--- config.mk ---
export PLATFORM = sky130hd
export DESIGN_NAME = pst_ctrl
export DESIGN_NICKNAME = d
export VERILOG_FILES = /design/src/design/pst_pkg.sv /design/src/design/pst_ctrl.sv
export SDC_FILE = /design/constraint.sdc
export NUM_CORES = 1
export LEC_CHECK = 0
export ABC_AREA = 1
export BUFFER_PORTS_ARGS = -buffer_cell sky130_fd_sc_hd__buf_4
export CORE_AREA = 3 3 40 42
export CTS_CLUSTER_DIAMETER = 200
export DETAILED_ROUTE_END_ITERATION = 12
export DIE_AREA = 0 0 43 45
export GPL_ROUTABILITY_DRIVEN = 0
export GPL_TIMING_DRIVEN = 0
export PLACE_DENSITY = 0.7
export REMOVE_ABC_BUFFERS = 1
export SLEW_MARGIN = 25
export SYNTH_ARGS = -nofsm -noshare
export SYNTH_HDL_FRONTEND = slang
export SYNTH_SLANG_ARGS = --single-unit
export TNS_END_PERCENT = 20
--- constraint.sdc ---
create_clock -name clk -period 3.65 [get_ports clk]
set_clock_uncertainty 0.05 [all_clocks]
set_input_delay 0.365 -clock clk [delete_from_list [all_inputs] [get_ports clk]]
set_output_delay 0.365 -clock clk [all_outputs]
set_load 0.05 [all_outputs]
--- src/design/pst_pkg.sv ---
// ----------------------------------------------------------------------------
// pst_pkg
// Shared types and constants for the polyline segment tessellator.
// ----------------------------------------------------------------------------
package pst_pkg;

  typedef enum logic [3:0] {
    ST_IDLE,
    ST_SQUARE,
    ST_SUM,
    ST_SQRT,
    ST_DIV,
    ST_CAP,
    ST_STEP,
    ST_EMIT,
    ST_LAST
  } pst_state_t;

  typedef struct packed {
    logic load;        // capture vertex, form deltas
    logic square;      // register squares
    logic sum;         // register 66-bit sum, start sqrt
    logic sqrt_step;   // one root digit
    logic div_start;   // start sub divide
    logic div_step;    // one quotient bit
    logic cap;         // limit sub, start step divide
    logic step_div;    // one step quotient bit
    logic advance;     // add step to current point
  } pst_cmd_t;

  typedef struct packed {
    logic pass;        // vertex goes through alone
    logic dist_zero;
    logic sub_zero;
    logic count_done;  // iteration counter expired
    logic emit_done;   // last inserted point emitted
  } pst_sts_t;

endpackage

--- src/design/pst_ctrl.sv ---
// ----------------------------------------------------------------------------
// pst_ctrl
// Sequencer: square, root, divide, step divide, then point emission.
// ----------------------------------------------------------------------------
module pst_ctrl import pst_pkg::*; (
  input  logic     clk,
  input  logic     rst_n,
  input  logic     in_valid,
  output logic     in_ready,
  output logic     out_valid,
  input  logic     out_ready,
  output logic     out_inserted,
  output logic     out_last,
  output logic     out_take_pt,
  input  pst_sts_t sts,
  output pst_cmd_t cmd
);

  pst_state_t state_r, state_nxt;

  always_ff @(posedge clk) begin
    if (!rst_n) begin
      state_r <= ST_IDLE;
    end else begin
      state_r <= state_nxt;
    end
  end

  always_comb begin
    state_nxt    = state_r;
    cmd          = '0;
    in_ready     = 1'b0;
    out_valid    = 1'b0;
    out_inserted = 1'b0;
    out_last     = 1'b0;
    out_take_pt  = 1'b0;
    case (state_r)
      ST_IDLE: begin
        in_ready = 1'b1;
        if (in_valid) begin
          cmd.load  = 1'b1;
          state_nxt = ST_SQUARE;
        end
      end
      ST_SQUARE: begin
        if (sts.pass) begin
          state_nxt = ST_LAST;
        end else begin
          cmd.square = 1'b1;
          state_nxt  = ST_SUM;
        end
      end
      ST_SUM: begin
        cmd.sum   = 1'b1;
        state_nxt = ST_SQRT;
      end
      ST_SQRT: begin
        cmd.sqrt_step = 1'b1;
        if (sts.count_done) begin
          state_nxt = ST_DIV;
        end
      end
      ST_DIV: begin
        if (sts.dist_zero) begin
          state_nxt = ST_LAST;
        end else begin
          cmd.div_start = 1'b1;
          state_nxt     = ST_CAP;
        end
      end
      ST_CAP: begin
        if (!sts.count_done) begin
          cmd.div_step = 1'b1;
        end else begin
          cmd.cap   = 1'b1;
          state_nxt = ST_STEP;
        end
      end
      ST_STEP: begin
        if (!sts.count_done) begin
          cmd.step_div = 1'b1;
        end else if (sts.sub_zero) begin
          state_nxt = ST_LAST;
        end else begin
          state_nxt = ST_EMIT;
        end
      end
      ST_EMIT: begin
        out_valid    = 1'b1;
        out_inserted = 1'b1;
        out_take_pt  = 1'b1;
        if (out_ready) begin
          cmd.advance = 1'b1;
        end
        if (sts.emit_done) begin
          out_valid   = 1'b0;
          cmd.advance = 1'b0;
          state_nxt   = ST_LAST;
        end
      end
      ST_LAST: begin
        out_valid = 1'b1;
        out_last  = 1'b1;
        if (out_ready) begin
          state_nxt = ST_IDLE;
        end
      end
      default: state_nxt = ST_IDLE;
    endcase
  end

endmodule

==> results <==
- The yosys synthesis warning count is 0.
- The final-report max-slew violation count is 0.
- For the worst flop-to-flop path, the logic depth is 7.
- After synthesis, the cell types taking the most area are sky130_fd_sc_hd__dfxtp_1 17%, sky130_fd_sc_hd__nand2_1 16%, sky130_fd_sc_hd__nor2_1 10%.
- The die covers 1940 sq um.
- In this run the worst setup path begins at state_r[0].
- The critical path goes through nor2_2 -> nand2_1 -> or2_1 -> inv_1 -> buf_4.
- In the synthesized netlist the async set-or-reset flop fraction comes to 0.
- Clock latency on the worst-skew pair, taken at its later pin, is 0.23 ns.
- Setup repair after global routing left no endpoint under its margin.
- The clock root buffer is sky130_fd_sc_hd__clkbuf_4.
- In the global route stage, overall resource usage came out at 0.119.
- The final cycle utilization of the critical path is 0.515.
- The initial core utilization is 0.377.
- The clock tree from TritonCTS is built.
- The first TritonRoute pass finished after 6 iterations.
- The number of levels in the clock H-tree is 1.
- Of the cells placed in the final design, the portion with a size suffix greater than 1 is 0.398.
- In this run the horizontal extent of the chip is 43 um.
- The worst-case setup margin in the final layout is 1.77 ns.
- After detailed routing, the average wire length per cell comes to approximately 9 um.
- The share of the core filled with cells is 0.532.
- Of the post-synthesis cell area, the part taken by muxes is 0.
- The worst register-to-register path begins at state_r[1].
- The synthesized area per cell is 5.76 sq um.
- In this run, the number of DRC markers left after iteration 0 of detailed routing was 10.
- The main combinational cell family by area after synthesis is simple AND/OR/NAND/NOR gates.
- Synthesis produced 84 cells.
- The post-synthesis to final-layout area growth is 41.1%.
- Counting the buffers created by CTS gives 3.
- Power spread over the standard cell area amounts to 936 nW/um^2.
- For this run, the slowest stage of the critical path takes 0.36 ns.
- The final number of setup-violating endpoints is 0.
- The worst-path cell with the longest stage delay is sky130_fd_sc_hd__dfxtp_1.
- The final period demand of the worst path is between 1.5 and 2 ns.
- The maximum clock insertion buffer count is 2.
- The min-delay analysis places its worst path in the category input port to flop.
- The worst register-to-register path has a setup slack of 2.29 ns.
- The endpoint class of the critical path is an output port.
- Sorting the synthesized cells by how often they occur yields 20 x sky130_fd_sc_hd__nand2_1, 13 x sky130_fd_sc_hd__nor2_1, 12 x sky130_fd_sc_hd__inv_1.
- The share of synthesized area in the top cell type comes to 0.165.
- The synthesized-area fraction occupied by ao, oa, aoi and oai cells came to 0.0103.
- The simple-gate share of the synthesized area is 0.677.
- Buffers added to address setup during post-CTS repair amount to 0.
- Entering global routing, the biggest net connects 9 pins.
- STA classifies the critical path startpoint as a flop.
- The number of I/O port buffers is 22.
- The post-layout net count is 119.
- The number of hold buffers added after CTS was 0.
- At the pin with the least slew margin, the transition time is 0.302 ns.
- The detail-routed via count per cell is roughly 4.3.
- The register with the most flip-flops in the final layout is state_r.
- Max-cap violations in this run came to 0.
- Of the total synthesized cell area, the portion taken by XOR and XNOR cells is 0.
- The number of antenna-violating nets in the routed design is 0.
- Of the total synthesized cell area, the portion taken by full adders, half adders and majority gates is 0.
- The HPWL reported at the end of detailed placement is 955 um.
- The worst hold slack is 0.335 ns.
- The worst-path maximum fanout is 6.
- Counting tap cells, the placed design contains a total of 120 instances.
- The critical path contains buffers and inverters numbering 2 combined.
- The number of flops mapped to enable cells by yosys is 0.
- The most common cell in the synthesized netlist is sky130_fd_sc_hd__nand2_1.
- Pin placement for this block handled 23 I/O pins.
- The most frequently used flop master after synthesis is sky130_fd_sc_hd__dfxtp_1.
- The CTS sink count is 4.
- The standby leakage power is between 0.4 and 0.5 nW.
- After detailed routing, the number of remaining DRC violations is 0.
- The number of antenna diodes in the final layout is 0.
- The data required time at the worst endpoint is 3.23 ns.
- Synthesis instantiated 18 different standard cells from the library.
- After global routing the overflow that remains totals 0.
- The largest registers in the layout are state_r: 4 flops.
- The post-CTS resize count is 0.
- The endpoint identified for the worst register-to-register timing path is state_r[3].
- The die is 45 um tall.
- Setup total negative slack on the finished layout was measured at 0 ns.
- The number of failing hold endpoints at the final stage came to 0.
- The startpoint-to-endpoint class of the critical path is flop to output port.
- For the worst setup path, the data arrival time is about 1.5 ns.
- The detailed-route via count is approximately 530.
- The flip-flop count of the largest register after layout is 4.
- The via count of the first global-routing pass was between 400 and 500.
- The biggest area contributor in the post-synthesis netlist is sky130_fd_sc_hd__dfxtp_1.
- IR analysis of the VDD net gives a maximum drop of 430 uV.
- Broken down by cell family, the worst path's largest delay share belongs to simple AND/OR/NAND/NOR gates.
- The maximum clock frequency is 0.532 GHz.
- Summing every instance area after synthesis gives between 400 and 500 sq um.
- The total wire length after detailed routing is 1.11 mm.
- The normalized max-slew margin is 0.799.
- Clock-pin slew was measured on the worst setup and hold paths at roughly 0.030 ns.
- The flow ran to the end, and the final reports show no timing, DRC or antenna violations.
- The number of antenna violations at the first check in global routing is 0.
- The critical path ends at cmd[4].
- The number of standard-cell rows in the floorplan is 13.
- The share of the yosys chip area belonging to registers is 0.165.
- The first-pass GRT wire length is 1.79 mm.
- The flip-flop and latch count after synthesis is 4.
- Counting buffers and inverters, the worst setup path is 5 cells deep.
- The pre-CTS setup slack is 2.00 ns.
- Leaving out filler cells and counting taps, the final layout contains ~120.
- In this run the standard cell core region covers 1280 sq um.
-- final cells by class --
| type | count | area, sq um |
|---|---|---|
| clock buffer | 3 | 22.5 |
| sequential | 4 | 80.1 |
| multi-input combinational | 62 | 333 |
| tap | 15 | 18.8 |
| fill | 141 | 602 |
| inverter | 17 | 63.8 |
| timing repair buffer | 22 | 165 |
-- worst reg2reg max path: cells and delay by family, from the launching register on --
family,cells,cell delay [ns]
AND/OR/NAND/NOR,5,0.52
flip-flops,1,0.44
AO/OA/AOI/OAI,1,0.15
buffers and inverters,1,0.09
-- routing by layer --
metal / global-route usage / wire (um)
met4: 0.0361 / 0
met2: 0.204 / 526
met3: 0.0279 / 83
met5: 0 / 0
met1: 0.150 / 498
-- power by group --
| part | internal [mW] | switching (mW) | total [mW] |
|---|---|---|---|
| logic | 0.154 | 0.337 | 0.491 |
| clock network | 0.0366 | 0.0155 | 0.0522 |
| registers | 0.0643 | 0.0317 | 0.0961 |
-- worst min path at each step --
| stage | start | slack (ns) | end | cells after the start |
|---|---|---|---|---|
| 6_report | rst_n | 0.34 | state_r[2] | 3 |
| 5_1_grt | rst_n | 0.35 | state_r[3] | 3 |
| 4_1_cts | rst_n | 0.33 | state_r[2] | 3 |
| 3_5_place_dp | state_r[2] | 0.54 | state_r[2] | 4 |
| 3_3_place_gp | state_r[3] | 0.53 | state_r[3] | 2 |
| 2_1_floorplan | rst_n | 0.44 | state_r[1] | 2 |
-- stage by stage --
step	total power, mW	instance area [sq um]
after floorplan	0.480	477
after global placement	0.589	661
after detailed placement	0.593	661
after CTS	0.648	683
after global routing	0.694	683
final	0.640	683
-- kinds of logic (layout without fill, tap and decap cells) --
family / Yosys count / after routing
and+or+nand+nor: 61 / 61
DFF: 4 / 4
AOI/OAI and AO/OA: 1 / 1
buffers and inverters: 18 / 42
-- placed cells by master (no fill, tap or decap) --
| master | instances |
|---|---|
| sky130_fd_sc_hd__a21oi_1 | 1 |
| sky130_fd_sc_hd__buf_4 | 22 |
| sky130_fd_sc_hd__clkbuf_4 | 3 |
| sky130_fd_sc_hd__dfxtp_1 | 4 |
| sky130_fd_sc_hd__inv_1 | 12 |
| sky130_fd_sc_hd__inv_2 | 5 |
| sky130_fd_sc_hd__nand2_1 | 20 |
| sky130_fd_sc_hd__nand2_2 | 1 |
| sky130_fd_sc_hd__nand2_8 | 1 |
| sky130_fd_sc_hd__nand3_1 | 9 |
| sky130_fd_sc_hd__nand3_2 | 3 |
| sky130_fd_sc_hd__nand3b_1 | 2 |
| sky130_fd_sc_hd__nor2_1 | 13 |
| sky130_fd_sc_hd__nor2_2 | 5 |
| sky130_fd_sc_hd__nor2_4 | 2 |
| sky130_fd_sc_hd__nor3_1 | 1 |
| sky130_fd_sc_hd__nor3_2 | 1 |
| sky130_fd_sc_hd__nor4_1 | 1 |
| sky130_fd_sc_hd__or2_1 | 2 |
(Power assumes the default switching activity.)
